File: config.mk
export PLATFORM = sky130hd
export DESIGN_NAME = utf16_to_utf8_transcoder_unit
export DESIGN_NICKNAME = d
export VERILOG_FILES = /design/src/design/u16u8_pkg.sv /design/src/design/u16u8_front.sv /design/src/design/u16u8_cmd_queue.sv /design/src/design/u16u8_back.sv /design/src/design/utf16_to_utf8_transcoder_unit.sv
export SDC_FILE = /design/constraint.sdc
export NUM_CORES = 1
export LEC_CHECK = 0
export BUFFER_PORTS_ARGS = -buffer_cell sky130_fd_sc_hd__buf_2
export CORE_MARGIN = 2
export CORE_UTILIZATION = 55
export CTS_BUF_LIST = sky130_fd_sc_hd__clkbuf_16
export DETAILED_ROUTE_END_ITERATION = 8
export MAX_ROUTING_LAYER = met4
export PLACE_DENSITY_LB_ADDON = 0.05
export SETUP_SLACK_MARGIN = 0.5
export SYNTH_ARGS = -nofsm -noshare
export SYNTH_HDL_FRONTEND = slang
export SYNTH_SLANG_ARGS = --single-unit
File: constraint.sdc
create_clock -name clock -period 6 [get_ports clock]
set_clock_uncertainty 0.2 [all_clocks]
set_input_delay 1.2 -clock clock [delete_from_list [all_inputs] [get_ports clock]]
set_output_delay 1.2 -clock clock [all_outputs]
set_load 0.02 [all_outputs]
File: src/design/u16u8_pkg.sv
// Shared types and constants of the UTF-16 to UTF-8 transcoder.
package u16u8_pkg;

   // Result kind carried on the result channel's tuser
   typedef enum logic [1:0] {
      ST_DATA     = 2'd0,
      ST_NAME_END = 2'd1,
      ST_UNPAIRED = 2'd2,
      ST_LONE_LOW = 2'd3
   } status_type;

   localparam int UNIT_W    = 16;
   localparam int BYTE_W    = 8;
   localparam int CP_W      = 21;
   localparam int MAX_BYTES = 4;
   localparam int IDX_W     = $clog2(MAX_BYTES);

   // Command queue between the classifier and the byte emitter
   localparam int QUEUE_DEPTH = 2;
   localparam int QUEUE_AW    = $clog2(QUEUE_DEPTH);

   localparam logic [UNIT_W-1:0] HIGH_FIRST = 16'hD800;
   localparam logic [UNIT_W-1:0] HIGH_LAST  = 16'hDBFF;
   localparam logic [UNIT_W-1:0] LOW_FIRST  = 16'hDC00;
   localparam logic [UNIT_W-1:0] LOW_LAST   = 16'hDFFF;
   localparam logic [UNIT_W-1:0] ONE_BYTE_MAX = 16'h007F;
   localparam logic [UNIT_W-1:0] TWO_BYTE_MAX = 16'h07FF;
   localparam logic [CP_W-1:0]   SUPP_BASE    = 21'h10000;

   // One classified item: up to four bytes, index of the final one, kind
   typedef struct packed {
      logic [MAX_BYTES-1:0][BYTE_W-1:0] utf_bytes;
      logic [IDX_W-1:0]                 last_idx;
      status_type                       status;
   } cmd_type;

endpackage

File: src/design/u16u8_front.sv
// Front end: accepts code units, tracks surrogate pairing, builds byte commands.
module u16u8_front (
   input  logic                            clock,
   input  logic                            reset,
   input  logic                            req_tvalid,
   output logic                            req_tready,
   input  logic [u16u8_pkg::UNIT_W-1:0]    req_tdata,
   input  logic                            queue_full,
   output logic                            push,
   output u16u8_pkg::cmd_type              push_cmd
);

   logic                               pending_ff, pending_in;
   logic [9:0]                         held_ff, held_in;
   logic                               accept;
   logic                               is_high, is_low, produces;
   logic [u16u8_pkg::UNIT_W-1:0]       u;
   logic [u16u8_pkg::CP_W-1:0]         cp;
   u16u8_pkg::cmd_type                 cmd;

   assign u          = req_tdata;
   assign req_tready = !queue_full;
   assign accept     = req_tvalid && req_tready;
   assign is_high    = u inside {[u16u8_pkg::HIGH_FIRST:u16u8_pkg::HIGH_LAST]};
   assign is_low     = u inside {[u16u8_pkg::LOW_FIRST:u16u8_pkg::LOW_LAST]};
   assign cp         = u16u8_pkg::SUPP_BASE + {1'b0, held_ff, u[9:0]};

   always_comb begin
      cmd        = '0;
      cmd.status = u16u8_pkg::ST_DATA;
      produces   = 1'b1;
      pending_in = pending_ff;
      held_in    = held_ff;
      if (pending_ff) begin
         pending_in = 1'b0;
         held_in    = '0;
         if (is_low) begin
            cmd.utf_bytes[0] = {5'b11110, cp[20:18]};
            cmd.utf_bytes[1] = {2'b10, cp[17:12]};
            cmd.utf_bytes[2] = {2'b10, cp[11:6]};
            cmd.utf_bytes[3] = {2'b10, cp[5:0]};
            cmd.last_idx     = 2'd3;
         end else begin
            // drop the unit that broke the pair
            cmd.status = u16u8_pkg::ST_UNPAIRED;
         end
      end else if (u == '0) begin
         cmd.status = u16u8_pkg::ST_NAME_END;
      end else if (is_high) begin
         produces   = 1'b0;
         pending_in = 1'b1;
         held_in    = u[9:0];
      end else if (is_low) begin
         cmd.status = u16u8_pkg::ST_LONE_LOW;
      end else if (u <= u16u8_pkg::ONE_BYTE_MAX) begin
         cmd.utf_bytes[0] = u[7:0];
         cmd.last_idx     = 2'd0;
      end else if (u <= u16u8_pkg::TWO_BYTE_MAX) begin
         cmd.utf_bytes[0] = {3'b110, u[10:6]};
         cmd.utf_bytes[1] = {2'b10, u[5:0]};
         cmd.last_idx     = 2'd1;
      end else begin
         cmd.utf_bytes[0] = {4'b1110, u[15:12]};
         cmd.utf_bytes[1] = {2'b10, u[11:6]};
         cmd.utf_bytes[2] = {2'b10, u[5:0]};
         cmd.last_idx     = 2'd2;
      end
   end

   assign push     = accept && produces;
   assign push_cmd = cmd;

   always_ff @(posedge clock) begin
      if (reset) begin
         pending_ff <= 1'b0;
         held_ff    <= '0;
      end else if (accept) begin
         pending_ff <= pending_in;
         held_ff    <= held_in;
      end
   end

endmodule

File: src/design/u16u8_cmd_queue.sv
// Short command queue between the front end and the byte emitter.
module u16u8_cmd_queue (
   input  logic                  clock,
   input  logic                  reset,
   input  logic                  push,
   input  u16u8_pkg::cmd_type    push_cmd,
   input  logic                  pop,
   output logic                  full,
   output logic                  not_empty,
   output u16u8_pkg::cmd_type    head
);

   u16u8_pkg::cmd_type                 entries_ff [u16u8_pkg::QUEUE_DEPTH];
   logic [u16u8_pkg::QUEUE_AW-1:0]     wr_ptr_ff, rd_ptr_ff;
   logic [u16u8_pkg::QUEUE_AW:0]       count_ff, count_in;

   assign full      = count_ff == (u16u8_pkg::QUEUE_AW+1)'(u16u8_pkg::QUEUE_DEPTH);
   assign not_empty = count_ff != '0;
   assign head      = entries_ff[rd_ptr_ff];

   always_comb begin
      count_in = count_ff;
      if (push && !pop) begin
         count_in = count_ff + 1'b1;
      end else if (pop && !push) begin
         count_in = count_ff - 1'b1;
      end
   end

   always_ff @(posedge clock) begin
      if (push) begin
         entries_ff[wr_ptr_ff] <= push_cmd;
      end
   end

   always_ff @(posedge clock) begin
      if (reset) begin
         wr_ptr_ff <= '0;
         rd_ptr_ff <= '0;
         count_ff  <= '0;
      end else begin
         if (push) begin
            wr_ptr_ff <= wr_ptr_ff + 1'b1;
         end
         if (pop) begin
            rd_ptr_ff <= rd_ptr_ff + 1'b1;
         end
         count_ff <= count_in;
      end
   end

endmodule

File: src/design/u16u8_back.sv
// Back end: walks each command one byte per cycle, as rsp_tready allows, into the output register.
module u16u8_back (
   input  logic                          clock,
   input  logic                          reset,
   input  logic                          cmd_valid,
   input  u16u8_pkg::cmd_type            cmd,
   output logic                          pop,
   output logic                          rsp_tvalid,
   input  logic                          rsp_tready,
   output logic [u16u8_pkg::BYTE_W-1:0]  rsp_tdata,
   output logic [1:0]                    rsp_tuser,
   output logic                          rsp_tlast
);

   logic [u16u8_pkg::IDX_W-1:0]  idx_ff;
   logic                         valid_ff;
   logic [u16u8_pkg::BYTE_W-1:0] byte_ff;
   u16u8_pkg::status_type        status_ff;
   logic                         last_ff;
   logic                         load, at_last;

   assign load    = cmd_valid && (!valid_ff || rsp_tready);
   assign at_last = idx_ff == cmd.last_idx;
   assign pop     = load && at_last;

   always_ff @(posedge clock) begin
      if (reset) begin
         valid_ff <= 1'b0;
         idx_ff   <= '0;
      end else if (load) begin
         valid_ff <= 1'b1;
         idx_ff   <= at_last ? '0 : idx_ff + 1'b1;
      end else if (rsp_tready) begin
         valid_ff <= 1'b0;
      end
   end

   always_ff @(posedge clock) begin
      if (load) begin
         byte_ff   <= cmd.utf_bytes[idx_ff];
         status_ff <= cmd.status;
         last_ff   <= at_last;
      end
   end

   assign rsp_tvalid = valid_ff;
   assign rsp_tdata  = byte_ff;
   assign rsp_tuser  = status_ff;
   assign rsp_tlast  = last_ff;

endmodule

File: src/design/utf16_to_utf8_transcoder_unit.sv
// Top level of the UTF-16 to UTF-8 transcoder.
//
//   channel  | direction | tdata                 | tuser        | tlast
//   ---------+-----------+-----------------------+--------------+-------------
//   req_     | in        | [15:0] code_unit      | -            | -
//   rsp_     | out       | [7:0] out_byte        | [1:0] status | last_of_run
//
// Each result transaction carries one byte: a code unit yields 1 to 3
// results for a BMP unit, 4 for a completed surrogate pair, 1 for a status;
// a held high surrogate yields none. The byte emitter's output register
// gives one byte per cycle while rsp_tready stays high and commands wait.
// Reset is synchronous and clears the held surrogate, the queue and the
// output valid. A full two-entry command queue stalls req_tready; a
// stalled result holds in the output register while the front keeps going.
module utf16_to_utf8_transcoder_unit (
   input  logic         clock,
   input  logic         reset,
   input  logic         req_tvalid,
   output logic         req_tready,
   input  logic [15:0]  req_tdata,   // [15:0] code_unit
   output logic         rsp_tvalid,
   input  logic         rsp_tready,
   output logic [7:0]   rsp_tdata,   // [7:0] out_byte
   output logic [1:0]   rsp_tuser,   // [1:0] status
   output logic         rsp_tlast
);

   // Front-to-queue and queue-to-back command traffic
   logic                 push, pop, queue_full, queue_valid;
   u16u8_pkg::cmd_type   push_cmd, head_cmd;

   // Classify the unit and hold surrogate state
   u16u8_front u_front (
      .clock      (clock),
      .reset      (reset),
      .req_tvalid (req_tvalid),
      .req_tready (req_tready),
      .req_tdata  (req_tdata),
      .queue_full (queue_full),
      .push       (push),
      .push_cmd   (push_cmd)
   );

   // Decouple classification from byte emission
   u16u8_cmd_queue u_queue (
      .clock     (clock),
      .reset     (reset),
      .push      (push),
      .push_cmd  (push_cmd),
      .pop       (pop),
      .full      (queue_full),
      .not_empty (queue_valid),
      .head      (head_cmd)
   );

   // Emit one byte per transaction, advancing through each command
   u16u8_back u_back (
      .clock      (clock),
      .reset      (reset),
      .cmd_valid  (queue_valid),
      .cmd        (head_cmd),
      .pop        (pop),
      .rsp_tvalid (rsp_tvalid),
      .rsp_tready (rsp_tready),
      .rsp_tdata  (rsp_tdata),
      .rsp_tuser  (rsp_tuser),
      .rsp_tlast  (rsp_tlast)
   );

endmodule

== Yosys cells after proc, flatten, opt, wreduce, memory -nomap -nowiden ==
Memories as Yosys holds them, arrays and structs flattened. A register that Yosys moved wholly into a read port is not among the register bits.
Index checks and enable logic that the tools add are counted.

* Flip-flop bits (word level): 29
* Memory bits (writable): 72
* Input bits: 20
* Output and inout bits: 13
* Logic and storage cells: 79
* Memories: 1

{| class="wikitable"
|+ Memories
! memory !! depth !! width !! rd ports !! clocked after memory_dff !! wr ports !! RTL line !! RTL
|-
| u_queue.entries_ff || 2 || 36 || 1 || 1 || 1 || u16u8_cmd_queue.sv:13 || <nowiki>u16u8_pkg::cmd_type entries_ff [u16u8_pkg::QUEUE_DEPTH];</nowiki>
|}

* $add $sub $neg: 6
* $lt $le $gt $ge: 7
* Equality and inequality tests: 3
* Multiplexer cells: 33
* Reductions and logical operators: 19

{| class="wikitable"
|+ Operator list
! cell !! count
|-
| $mux 28 || 2
|-
| $mux 26 || 2
|-
| $mux 10 || 4
|-
| $mux 34 || 1
|-
| $ge 16x16->1 const B || 2
|-
| $le 16x16->1 const B || 2
|-
| $mux 16 || 2
|-
| $mux 8 || 3
|-
| $add 17x20->21 const A || 1
|-
| $bmux 8 s2 || 1
|-
| $le 16x11->1 const B || 1
|-
| $le 16x7->1 const B || 1
|-
| $logic_not 16->1 || 1
|-
| $mux 1 || 12
|-
| $mux 2 || 6
|-
| $logic_and 1x1->1 || 8
|-
| $reduce_bool 2->1 || 4
|-
| $add 2x1->2 const B || 2
|-
| $logic_not 1->1 || 4
|-
| $lt 2x3->1 const B || 1
|-
| $reduce_and 3->1 || 1
|-
| $add 1x1->1 const B || 2
|-
| $eq 2x2->1 || 1
|-
| $eq 2x2->1 const B || 1
|-
| 3 further kinds || 3
|}

== Depth between registers and ports, before layout ==
Gate-level depths: netlist of the first run.

* Depth in word-level cells: 10
* Gate-level depth with buffers: 9
* Depth with buffers taken out: 8

== Hierarchy ==
A second synthesis of the first run with hierarchy kept.

* Cell total of the unflattened synthesis: 304
* Area, all modules: 4,535.6 µm²

{| class="wikitable"
|+ By module, submodules not included
! module !! times used !! cells an instance !! area an instance (µm²) !! seq. area each (µm²)
|-
| u16u8_cmd_queue || 1 || 134 || 2,816.5 || 2,262.2
|-
| u16u8_front || 1 || 127 || 988.4 || 220.2
|-
| u16u8_back || 1 || 43 || 730.7 || 390.4
|}

== Least setup slack after synthesis of the first run ==
OpenSTA, ideal clock, no wires.

* Path type: input -> register
* From: input port req_tdata[13]
* To: memory u_queue.entries_ff[0][0] in the netlist's numbering, enable pin
* Setup time: 425 ps
* Data arrival time: 3,126 ps
* Data required time: 5,375 ps
* Slack: 2,249 ps
* Stages on the path: 4
* Path buffers: 0
* Cell sequence: nand4b_1 or3_1 o21a_1 nor2b_1

* Word-level cells in the longest chain between the ends: 8
* Elaborated cells between the ends (all ways): 10
* Those cells by class: order compare: 2; mux: 5; reduce/logical: 3

{| class="wikitable"
|+ RTL lines
! element !! RTL line !! RTL
|-
| start: declaration || utf16_to_utf8_transcoder_unit.sv:20 || <nowiki>input logic [15:0] req_tdata,</nowiki>
|-
| $ge 16x16->1 / $le 16x16->1 (equally long branches) || u16u8_front.sv:24 || <nowiki>assign is_high = u inside {[u16u8_pkg::HIGH_FIRST:u16u8_pkg::HIGH_LAST]};</nowiki>
|-
| $logic_and 1x1->1 || u16u8_front.sv:24 ||
|-
| $mux 1 || u16u8_front.sv:49 || <nowiki>end else if (is_high) begin</nowiki>
|-
| $mux 1 (*) || u16u8_front.sv:47 || <nowiki>end else if (u == '0) begin</nowiki>
|-
| $mux 1 (*) || u16u8_front.sv:34 || <nowiki>if (pending_ff) begin</nowiki>
|-
| $logic_and 1x1->1 (*) || u16u8_front.sv:70 || <nowiki>assign push = accept && produces;</nowiki>
|-
| named net push || utf16_to_utf8_transcoder_unit.sv:29 || <nowiki>logic push, pop, queue_full, queue_valid;</nowiki>
|-
| $mux 1 (*) || u16u8_cmd_queue.sv:31 || <nowiki>if (push) begin</nowiki>
|-
| $mux 1 (implied by the code) (*) || u16u8_cmd_queue.sv:32 || <nowiki>entries_ff[wr_ptr_ff] <= push_cmd;</nowiki>
|-
| end: declaration || u16u8_cmd_queue.sv:13 ||
|}

Mark *: on every way through the listed nets, which the timed path passes. The rest lies on a longest branch.

== Worst setup path in the final report of the first run ==
* From: input port rsp_tready
* To: register u_queue.count_ff[1] in the netlist's numbering

* Word-level cells in the longest chain between the ends: 6
* Elaborated cells between the ends (all ways): 8
* Those cells by class: mux: 1; reduce/logical: 7

{| class="wikitable"
|+ RTL lines
! element !! RTL line !! RTL
|-
| start: declaration || utf16_to_utf8_transcoder_unit.sv:22 || <nowiki>input logic rsp_tready,</nowiki>
|-
| $logic_or 1x1->1 (*) || u16u8_back.sv:22 || <nowiki>assign load = cmd_valid && (!valid_ff || rsp_tready);</nowiki>
|-
| $logic_and 1x1->1 (*) || u16u8_back.sv:22 ||
|-
| named net u_back.load || u16u8_back.sv:20 || <nowiki>logic load, at_last;</nowiki>
|-
| $logic_and 1x1->1 (*) || u16u8_back.sv:24 || <nowiki>assign pop = load && at_last;</nowiki>
|-
| $logic_not 1->1 || u16u8_cmd_queue.sv:23 || <nowiki>if (push && !pop) begin</nowiki>
|-
| $logic_and 1x1->1 || u16u8_cmd_queue.sv:23 ||
|-
| $mux 2 / $reduce_bool 2->1 (equally long branches) || n/a ||
|-
| end signal: assignment || u16u8_cmd_queue.sv:48 || <nowiki>count_ff <= count_in;</nowiki>
|-
| end: declaration || u16u8_cmd_queue.sv:15 || <nowiki>logic [u16u8_pkg::QUEUE_AW:0] count_ff, count_in;</nowiki>
|}

Marked as above.
A chain may end at the register's enable or synchronous reset.

==> summary.md, run 1 <==
| Metric | Value |
|---|---|
| Hold Crit Class | `register to register` |
| Post-route standard cell area excluding fillers | `between 0.004 and 0.005 sq mm` |
| Sink Count | `94` |
| TritonCTS clock tree | `built` |
| Post-synth top cells | `75 x sky130_fd_sc_hd__edfxtp_1, 19 x sky130_fd_sc_hd__dfxtp_1, 17 x sky130_fd_sc_hd__nand2_1` |
| Clock insertion delay at the later pin of the skew report | `between 0.3 and 0.4 ns` |
| Crit path kind | `primary input to register` |
| Maximum number of pins on one net before global-route repair | `33` |
| Ys Warns | `0` |
| Delay of the slowest critical-path stage | `around 0.45 ns` |
| Filler cell count | `around 560` |
| Leading register cell type out of synthesis | `sky130_fd_sc_hd__edfxtp_1` |
| Share of the synthesized area in the top cell type | `55.0%` |
| Footprint of the multi-input gates | `~0.0014 sq mm` |
| First-pass GRT wire length | `around 13000 microns` |
| Type of destination of the critical path | `register` |
| Total power per unit cell area | `about 410 mW/mm^2` |
| IO Count | `33` |
| Number of buffers inserted for hold repair after clock tree synthesis | `0` |
| Portion of the clock cycle consumed by the worst path in the final layout | `roughly half` |
| Routability congestion estimate from global placement | `roughly 0.9` |
| Max-cap violations | `0` |
| Largest driver fanout on the critical path | `13` |
| Transition at the pin with the smallest max-transition slack | `around 0.94 ns` |
| # resized after CTS | `0` |
| Setup Buffers After CTS | `0` |
| Die W | `~90 microns` |
| Number of instances in the synthesized netlist | `around 270` |
| Setup repair after global routing missed its margin | `false` |
| DRC violation count after routing | `0` |
| CTS clock-pin slew for the worst setup and hold paths | `approximately 0.06 ns` |
| Required time of the critical path | `6.07 ns` |
| Startpoint type of the worst setup path | `primary input` |
| Synthesized area divided by synthesized cell count | `about 15 sq um` |
| Die height | `about 90 microns` |
| # diodes | `0` |
| Outcome | `finished clean` |
| Starting density of the core | `between 50% and 60%` |
| Clock buffers created by TritonCTS | `9` |
| Setup_tns | `0 ns` |
| Leakage component of the power | `roughly 1.6 nW` |
| Maximum achievable frequency | `~0.33 GHz` |
| Sequential-to-total area share from yosys stat | `~64%` |
| Count of endpoints failing hold in the final timing report | `0` |
| CTS Root Cell | `sky130_fd_sc_hd__clkbuf_16` |
| Sequence of cells on the critical path | `buf_2 -> nand2b_1 -> o21ai_0 -> inv_1 -> nand2_1 -> ha_1 -> or3_1 -> a21oi_1` |
| Layout Utilization | `a little under two thirds` |
| Antenna violations before repair | `0` |
| Core area | `a little over 0.007 sq mm` |
| Share of layout cells above drive strength 1 | `28.8%` |
| Share of flip-flops with an asynchronous set or reset | `0%` |
| Overflow left after global routing | `0` |
| Cell type with the highest aggregate area in the netlist | `sky130_fd_sc_hd__edfxtp_1` |
| Number of flops mapped to enable cells by yosys | `75` |
| Worst Path Arrival | `3.08 ns` |
| Normalized max-slew margin | `a little under two fifths` |
| GRT Total Usage | `about a fifth` |
| Top area cells in the synthesized netlist | `sky130_fd_sc_hd__edfxtp_1 55%, sky130_fd_sc_hd__dfxtp_1 9.3%, sky130_fd_sc_hd__mux4_2 7.2%` |
| Max-slew violation total from the final report | `0` |
| Hold Path Depth | `1` |
| Via count of the first global-routing pass | `around 2500` |
| Dpl hpwl | `just over 5000 microns` |
| Area added between synthesis and finish | `12.8%` |
| Via density per instance | `6.05` |
| Netlist area before placement | `just over 0.004 sq mm` |
| Count leader, synth | `sky130_fd_sc_hd__edfxtp_1` |
| # nets final | `between 300 and 400` |
| Placement Rows | `31` |
| WHS | `approximately 0.28 ns` |
| Number of endpoints failing setup at the final stage | `0` |
| Post-detailed-route wirelength per cell | `19.0 microns` |
| Antenna Violating Nets Remaining | `0` |
| Post-Route WL | `roughly 7800 microns` |
| PortBufs | `32` |
| Cell Area, Placed | `~0.0043 sq mm` |
| Sequential cell area | `~0.0026 sq mm` |
| Length in cells of the worst reg-to-reg path | `7` |
| Post-Layout Cell Count | `around 400` |
| Peak supply drop | `0.000269 V` |
| Syn_nets | `approximately 300` |
| Number of placed instances, taps included | `between 300 and 400` |
| H-tree levels | `3` |
| Vias | `about 2500` |
| Post-layout min period | `between 3 and 4 ns` |
| Count of cell types in the netlist | `50` |
| Die area | `approximately 0.0081 sq mm` |
| Slowest CP cell | `sky130_fd_sc_hd__inv_1` |
| DRT iter0 DRCs | `126` |
| Iteration count of the initial detailed-routing pass | `4` |
| Total of flip-flops plus latches after synthesis | `between 90 and 100` |
| Number of buffers on the longest clock path | `2` |
## metal layers
layer	track usage (%)	wire (microns)	up-vias	share of wire [%]
met3	4.76	450	9	5.8
met2	31.1	3570	92	46
met5	-	0	-	0
met4	6.54	106	0	1.4
met1	29.0	3680	1241	47
li1	-	-	1150	-
## worst max-delay path, delay by kind of cell
| family | cells | cell delay, ns |
|---|---|---|
| simple gates | 3 | 0.68 |
| buf+inv | 2 | 0.54 |
| compound gates | 2 | 0.39 |
| fa+ha+maj | 1 | 0.28 |
## layout by cell type, fill, tap and decap left out, drive strengths merged, types with 9 or more instances in the layout
| cell | count |
|---|---|
| buf | 35 |
| nand2 | 17 |
| o21ai | 12 |
| mux2 | 12 |
| a22o | 16 |
| and2 | 10 |
| a21oi | 13 |
| dfxtp | 19 |
| clkbuf | 9 |
| mux4 | 13 |
| edfxtp | 75 |
## through the flow
stage                     worst slack [ns]  power, mW
after floorplan                       2.25       1.25
after global placement                2.68       1.38
after detailed placement              2.61       1.39
after CTS                             2.98       1.93
after global routing                  2.87       2.00
final                                 2.99       1.91
## logic make-up after synthesis
kind of cell    share of synthesized area (%)
simple gates                             9.39
xor+xnor                                 1.50
fa+ha+maj                               0.612
flops                                    64.3
compound gates                           10.7
mux                                      11.0
buf+inv                                  2.39
## sequential cells by signal, indices dropped and copies added (netlist names), named ones only
name	flops
u_back.rsp_tuser	2
u_front.pending_ff	1
u_queue.rd_ptr_ff	1
u_back.rsp_tdata	8
u_front.held_ff	10
u_queue.wr_ptr_ff	1
u_back.rsp_tlast	1
u_back.rsp_tvalid	1
u_back.idx_ff	2
u_queue.count_ff	2
u_queue.entries_ff	64
## cell type report
class                           instances  share of cell area (%)
Tap cell                               99                    2.68
Timing Repair Buffer                   35                    3.96
Multi-Input combinational cell        162                    29.5
Clock buffer                            9                    4.88
Sequential cell                        94                    57.0
Inverter                                6                   0.488
Clock inverter                          7                    1.41
## path summary, 6_finish.rpt
| kind | startpoint | endpoint | slack (ns) |
|---|---|---|---|
| worst max-delay path | rsp_tready | u_queue.count_ff[1] | 2.99 |
| worst min-delay path | u_front.held_ff[3] | u_front.held_ff[3] | 0.28 |
| worst max register to register | u_back.idx_ff[0] | u_queue.count_ff[1] | 3.39 |
| worst min register to register | u_front.held_ff[3] | u_front.held_ff[3] | 0.28 |
## report_power, final
group | switching [mW] | total (mW) | leakage, nW | internal [mW]
Combinational | 0.251 | 0.429 | 0.593 | 0.179
Sequential | 0.0644 | 0.933 | 0.840 | 0.869
Clock | 0.230 | 0.550 | 0.138 | 0.320
(Power assumes the default switching activity.)
==> run 2: changes to the inputs <==
- clock period: 6 -> 2.9 ns (I/O delays scaled with it)
==> run 2 against run 1 <==
Critical path depth fell by 1; final area rose by 2.7%; combinational power rose by 130%; hold slack got worse by 0.0074 ns; sequential cell count did not move; die area did not move; sequential share of layout area fell by 1.4 points; cell count rose by 2.2%; clock-buffer cell count did not move; sequential power rose by 100%; critical endpoint unchanged.
==> summary.md, run 2 (same netlist as run 1, synthesis figures left out) <==
| Metric | Value |
|---|---|
| Number of placed instances, taps included | `404 (+2.0%)` |
| Transition at the pin with the smallest max-transition slack | `0.784 ns (-0.157 ns)` |
| Required time of the critical path | `2.97 ns (-3.10 ns)` |
| Die W | `90.3 microns (unchanged)` |
| Post-layout min period | `2.33 ns` |
| PortBufs | `32 (unchanged)` |
| Via count of the first global-routing pass | `2503 (+1.3%)` |
| Type of destination of the critical path | `register` |
| WHS | `0.277 ns (-0.00736 ns)` |
| Length in cells of the worst reg-to-reg path | `4 (-3)` |
| Die height | `90.3 microns (unchanged)` |
| Die area | `0.00815 sq mm (unchanged)` |
| Post-Route WL | `8200 microns (+5.0%)` |
| # diodes | `0 (unchanged)` |
| Number of flip-flops under the largest register name | `64 (unchanged)` |
| GRT Total Usage | `21.8% (+0.97 points)` |
| Dpl hpwl | `5360 microns (+4.3%)` |
| Max-cap violations | `0 (unchanged)` |
| Hold Crit Class | `register to register` |
| Crit path kind | `primary input to register` |
| Starting density of the core | `56.7% (unchanged)` |
| Vias | `2483 (-0.36%)` |
| Share of layout cells above drive strength 1 | `32.3% (+3.5 points)` |
| Hold Path Depth | `1 (unchanged)` |
| Sink Count | `94 (unchanged)` |
| Via density per instance | `5.90 (-2.5%)` |
| Maximum number of pins on one net before global-route repair | `33 (unchanged)` |
| TritonCTS clock tree | `built` |
| Outcome | `finished clean` |
| Maximum achievable frequency | `0.428 GHz` |
| Largest driver fanout on the critical path | `5 (-8)` |
| Total power per unit cell area | `875 mW/mm^2 (+110%)` |
| DRT iter0 DRCs | `167 (+33%)` |
| Antenna Violating Nets Remaining | `0 (unchanged)` |
| Peak supply drop | `0.000476 V (+77%)` |
| Max-slew violation total from the final report | `0 (unchanged)` |
| Post-detailed-route wirelength per cell | `19.5 microns (+2.7%)` |
| Startpoint type of the worst setup path | `primary input` |
| Area added between synthesis and finish | `15.8%` |
| First-pass GRT wire length | `13100 microns (+3.9%)` |
| Antenna violations before repair | `0 (unchanged)` |
| Setup_tns | `0 ns (unchanged)` |
| Register with the most flip-flops | `u_queue.entries_ff` |
| Post-Place Setup Slack | `0.220 ns (-2.39 ns)` |
| Placement Rows | `31 (unchanged)` |
| Worst Path Arrival | `2.41 ns (-0.67 ns)` |
| Iteration count of the initial detailed-routing pass | `4 (unchanged)` |
| IO Count | `33 (unchanged)` |
| Commonest non-fill, non-tap cells in the layout | `75 x sky130_fd_sc_hd__edfxtp_1, 32 x sky130_fd_sc_hd__buf_2, 18 x sky130_fd_sc_hd__dfxtp_1` |
| Count of endpoints failing hold in the final timing report | `0 (unchanged)` |
| Portion of the clock cycle consumed by the worst path in the final layout | `about 80%` |
| Post-Layout Cell Count | `421 (+2.2%)` |
| Normalized max-slew margin | `47.7% (+10 points)` |
| Core area | `0.00721 sq mm (unchanged)` |
| CTS clock-pin slew for the worst setup and hold paths | `0.06 ns (about the same)` |
| Overflow left after global routing | `0 (unchanged)` |
| H-tree levels | `3 (unchanged)` |
| Filler cell count | `569 (+2.0%)` |
| Final Worst Setup Slack | `0.566 ns (-2.43 ns)` |
| # nets final | `339 (+2.7%)` |
| CTS Root Cell | `sky130_fd_sc_hd__clkbuf_16` |
| DRC violation count after routing | `0 (unchanged)` |
| Setup repair after global routing missed its margin | `true` |
| Number of endpoints failing setup at the final stage | `0 (unchanged)` |
| Routability congestion estimate from global placement | `0.949 (+2.4%)` |
| Leakage component of the power | `1.64 nW (+4.5%)` |
| Clock insertion delay at the later pin of the skew report | `0.34 ns (about the same)` |
| Clock buffers created by TritonCTS | `9 (unchanged)` |
| Leading cell type in the layout, fill and taps excluded | `sky130_fd_sc_hd__edfxtp_1` |
| Number of buffers on the longest clock path | `2 (unchanged)` |
run 2: cell count changes in the layout (fill, tap and decap cells not counted), moves of 2 or more:
cell	delta
sky130_fd_sc_hd__clkinv_2	+2
sky130_fd_sc_hd__clkinv_1	-2
sky130_fd_sc_hd__buf_4	+8
sky130_fd_sc_hd__nor2b_4	+2
run 2: report_power, final:
group          internal, mW  total, mW  switching [mW]
combinational         0.404       1.00           0.597
sequential             1.80       1.89          0.0875
clock                 0.758       1.26           0.502
run 2: metal layers:
layer	GRT usage (%)	up-vias	part of all wire (%)
met4	9.36	0	2.1
li1	-	1174	-
met5	-	-	0
met3	3.59	13	4.2
met2	31.6	76	45
met1	31.0	1220	49
run 2: path summary, 6_finish.rpt:
path | startpoint | to | slack, ns
worst min-delay path | u_front.held_ff[5] | u_front.held_ff[5] | 0.28
worst max register to register | u_queue.count_ff[0] | u_queue.entries_ff[1][16] | 0.60
worst max-delay path | req_tdata[13] | u_queue.count_ff[1] | 0.57
worst min register to register | u_front.held_ff[5] | u_front.held_ff[5] | 0.28
run 2: final cells by class:
class                           instances  area [sq um]  area share, %
Multi-Input combinational cell        163          1390           29.4
Timing Repair Buffer                   43           243           5.12
Inverter                                6          22.5          0.475
Tap cell                               99           124           2.61
Clock buffer                            9           225           4.75
Sequential cell                        94          2640           55.6
Clock inverter                          7          95.1           2.01
run 2: timing repair:
item | in CTS | in global routing
endpoints found under the setup margin | 0 | 34
endpoints found under the hold margin | 0 | 0
hold buffers | 0 | 0
setup buffers | 0 | 0
gates resized for setup | 0 | 5
run 2: through the flow:
stage | area (sq um) | util (%) | power, mW
after CTS | 4710 | 65.3 | 4.15
after detailed placement | 4390 | 60.9 | 2.91
final | 4740 | 65.7 | 4.15
after global placement | 4390 | 60.9 | 2.88
after floorplan | 4100 | - | 2.59
after global routing | 4740 | 65.7 | 4.34
run 2: critical path, cell delays in order:
cell	delay, ns
sky130_fd_sc_hd__buf_2	0.12
sky130_fd_sc_hd__nand4b_1	0.19
sky130_fd_sc_hd__or3_1	0.39
sky130_fd_sc_hd__o21a_1	0.28
sky130_fd_sc_hd__ha_1	0.36
sky130_fd_sc_hd__or3_1	0.35
sky130_fd_sc_hd__a21oi_1	0.14
==> run 3: changes to the inputs <==
- clock period: 2.9 -> 2.19 ns (I/O delays scaled with it)
==> run 3 against run 2 <==
Clock-buffer cell count is the same; total power grew 50%; critical path depth grew 2; sequential power grew 32%; non-clock buffer count grew 58; register-to-register slack lost 0.51 ns; via count grew 18%; die area is the same; utilization grew 14 points; wire length grew 30%; critical path type is now register to register.
==> summary.md, run 3 (same netlist as run 1, synthesis figures left out) <==
| Metric | Value |
|---|---|
| Outcome | `finished clean` |
| Clock insertion delay at the later pin of the skew report | `0.34 ns (about the same)` |
| Antenna Violating Nets Remaining | `0 (unchanged)` |
| Worst Path Arrival | `2.17 ns (-0.24 ns)` |
| Iteration count of the initial detailed-routing pass | `4 (unchanged)` |
| Placement Rows | `31 (unchanged)` |
| Die area | `0.00815 sq mm (unchanged)` |
| Via density per instance | `6.02 (+2.2%)` |
| Share of layout cells above drive strength 1 | `54.0% (+22 points)` |
| CTS clock-pin slew for the worst setup and hold paths | `0.07 ns (about the same)` |
| Post-detailed-route wirelength per cell | `21.9 microns (+13%)` |
| Layout Utilization | `79.4% (+14 points)` |
| Largest driver fanout on the critical path | `4 (-1)` |
| Count of endpoints failing hold in the final timing report | `0 (unchanged)` |
| Max-slew violation total from the final report | `0 (unchanged)` |
| Routability congestion estimate from global placement | `0.918 (-3.3%)` |
| Final Worst Setup Slack | `0.0929 ns (-0.473 ns)` |
| Met1 demand-to-capacity share in global routing | `37.1% (+6.1 points)` |
| CTS Root Cell | `sky130_fd_sc_hd__clkbuf_16` |
| DRC violation count after routing | `0 (unchanged)` |
| Leading cell type in the layout, fill and taps excluded | `sky130_fd_sc_hd__edfxtp_1` |
| Setup slack of the worst register-to-register path | `0.09 ns (-0.51 ns)` |
| Portion of the clock cycle consumed by the worst path in the final layout | `between 90 and 100%` |
| Post-Place Setup Slack | `-0.191 ns (-0.411 ns)` |
| Via count of the first global-routing pass | `2843 (+14%)` |
| Clock buffers created by TritonCTS | `9 (unchanged)` |
| Crit path kind | `register to register` |
| Met3 track demand over resource in global routing | `5.84% (+2.3 points)` |
| Die W | `90.3 microns (unchanged)` |
| Vias | `2928 (+18%)` |
| Total power per unit cell area | `1090 mW/mm^2 (+24%)` |
| Startpoint type of the worst setup path | `register` |
| First-pass GRT wire length | `15800 microns (+20%)` |
| # diodes | `0 (unchanged)` |
| Die height | `90.3 microns (unchanged)` |
| Maximum number of pins on one net before global-route repair | `23 (-30%)` |
| Starting density of the core | `56.7% (unchanged)` |
| Most Crowded Layer GR | `met2` |
| Number of buffers on the longest clock path | `2 (unchanged)` |
| Overflow left after global routing | `0 (unchanged)` |
| # nets final | `404 (+19%)` |
| Area added between synthesis and finish | `40.0%` |
| Dpl hpwl | `5790 microns (+8.0%)` |
| Worst hold path startpoint | `rsp_tready` |
| PortBufs | `32 (unchanged)` |
| Max-cap violations | `0 (unchanged)` |
| DRT iter0 DRCs | `205 (+23%)` |
| Number of endpoints failing setup at the final stage | `0 (unchanged)` |
| Leakage component of the power | `2.12 nW (+29%)` |
| Maximum achievable frequency | `around 0.48 GHz` |
| Number of flip-flops under the largest register name | `64 (unchanged)` |
| Post-Route WL | `10700 microns (+30%)` |
| TritonCTS clock tree | `built` |
| GRT Total Usage | `26.6% (+4.8 points)` |
| Register with the most flip-flops | `u_queue.entries_ff` |
| Normalized max-slew margin | `34.8% (-13 points)` |
| Post-layout min period | `roughly 2.1 ns` |
| Peak supply drop | `0.000675 V (+42%)` |
| H-tree levels | `3 (unchanged)` |
| Type of destination of the critical path | `register` |
| Setup repair after global routing missed its margin | `true` |
| IO Count | `33 (unchanged)` |
| Transition at the pin with the smallest max-transition slack | `0.978 ns (+0.193 ns)` |
| Global routing met2 resource utilization | `39.0% (+7.5 points)` |
| Hold Crit Class | `primary input to register` |
| Required time of the critical path | `2.27 ns (-0.70 ns)` |
| Antenna violations before repair | `0 (unchanged)` |
| Commonest non-fill, non-tap cells in the layout | `75 x sky130_fd_sc_hd__edfxtp_1, 47 x sky130_fd_sc_hd__buf_4, 29 x sky130_fd_sc_hd__buf_2` |
| Core area | `0.00721 sq mm (unchanged)` |
| Sink Count | `94 (unchanged)` |
run 3: changes by cell type in the layout (fill, tap and decap cells not counted), moves of 6 or more:
cell                      previous run  this run
sky130_fd_sc_hd__o21ai_2             0         7
sky130_fd_sc_hd__a22o_4              0         6
sky130_fd_sc_hd__buf_6               0        18
sky130_fd_sc_hd__a22o_2              6         0
sky130_fd_sc_hd__and2_4              0        12
sky130_fd_sc_hd__and2_1              9         1
sky130_fd_sc_hd__buf_4              11        47
run 3: layer usage:
layer | up-vias | part of all wire, %
li1 | 1313 | -
met5 | - | 0
met1 | 1449 | 41
met3 | 17 | 7.6
met4 | 0 | 1.8
met2 | 149 | 49
run 3: worst max-delay path: stages, from the launching register on:
cell                      delay [ns]
sky130_fd_sc_hd__dfxtp_4        0.37
sky130_fd_sc_hd__buf_12         0.11
sky130_fd_sc_hd__mux2i_4        0.29
sky130_fd_sc_hd__xnor2_4        0.12
sky130_fd_sc_hd__nor2_4         0.14
sky130_fd_sc_hd__nand2_2        0.08
sky130_fd_sc_hd__ha_4           0.16
sky130_fd_sc_hd__xor2_1         0.14
sky130_fd_sc_hd__or3_1          0.30
sky130_fd_sc_hd__a21oi_1        0.11
run 3: cell type report:
| type | count | area (sq um) |
|---|---|---|
| Fill cell | 431 | 1490 |
| Inverter | 6 | 36.3 |
| Clock buffer | 9 | 225 |
| Tap cell | 99 | 124 |
| Timing Repair inverter | 3 | 20.0 |
| Timing Repair Buffer | 101 | 851 |
| Multi-Input combinational cell | 167 | 1710 |
| Clock inverter | 7 | 120 |
| Sequential cell | 94 | 2640 |
run 3: final timing paths:
| check | endpoint | cells after the start |
|---|---|---|
| setup / recovery | u_queue.count_ff[1] | 9 |
| hold / removal | u_back.rsp_tvalid | 3 |
| setup reg to reg | u_queue.count_ff[1] | 9 |
| hold reg to reg | u_front.held_ff[4] | 1 |
run 3: timing repair:
item	CTS	global route
gates resized for setup	47	31
cloned	6	4
hold buffers	0	0
endpoints found under the setup margin	134	150
pin swaps	10	8
setup buffers	12	10
run 3: report_power, final:
part,switching [mW],internal (mW),leakage (nW)
registers,0.122,2.38,0.841
clock network,0.678,1.12,0.172
logic,1.01,0.931,1.11
total,1.81,4.43,2.12
run 3: metrics by stage:
stage / hold slack (ns) / instance area, sq um / setup TNS, ns / instances / total power, mW
after floorplan: 0.249 / 4220 / -0.712 / 274 / 3.51
after CTS: 0.180 / 5480 / 0 / 472 / 6.10
after global placement: 0.263 / 4730 / -12.66 / 438 / 3.97
final: 0.184 / 5730 / 0 / 486 / 6.24
after detailed placement: 0.271 / 4730 / -14.45 / 438 / 4.02
after global routing: 0.184 / 5730 / 0 / 486 / 6.48
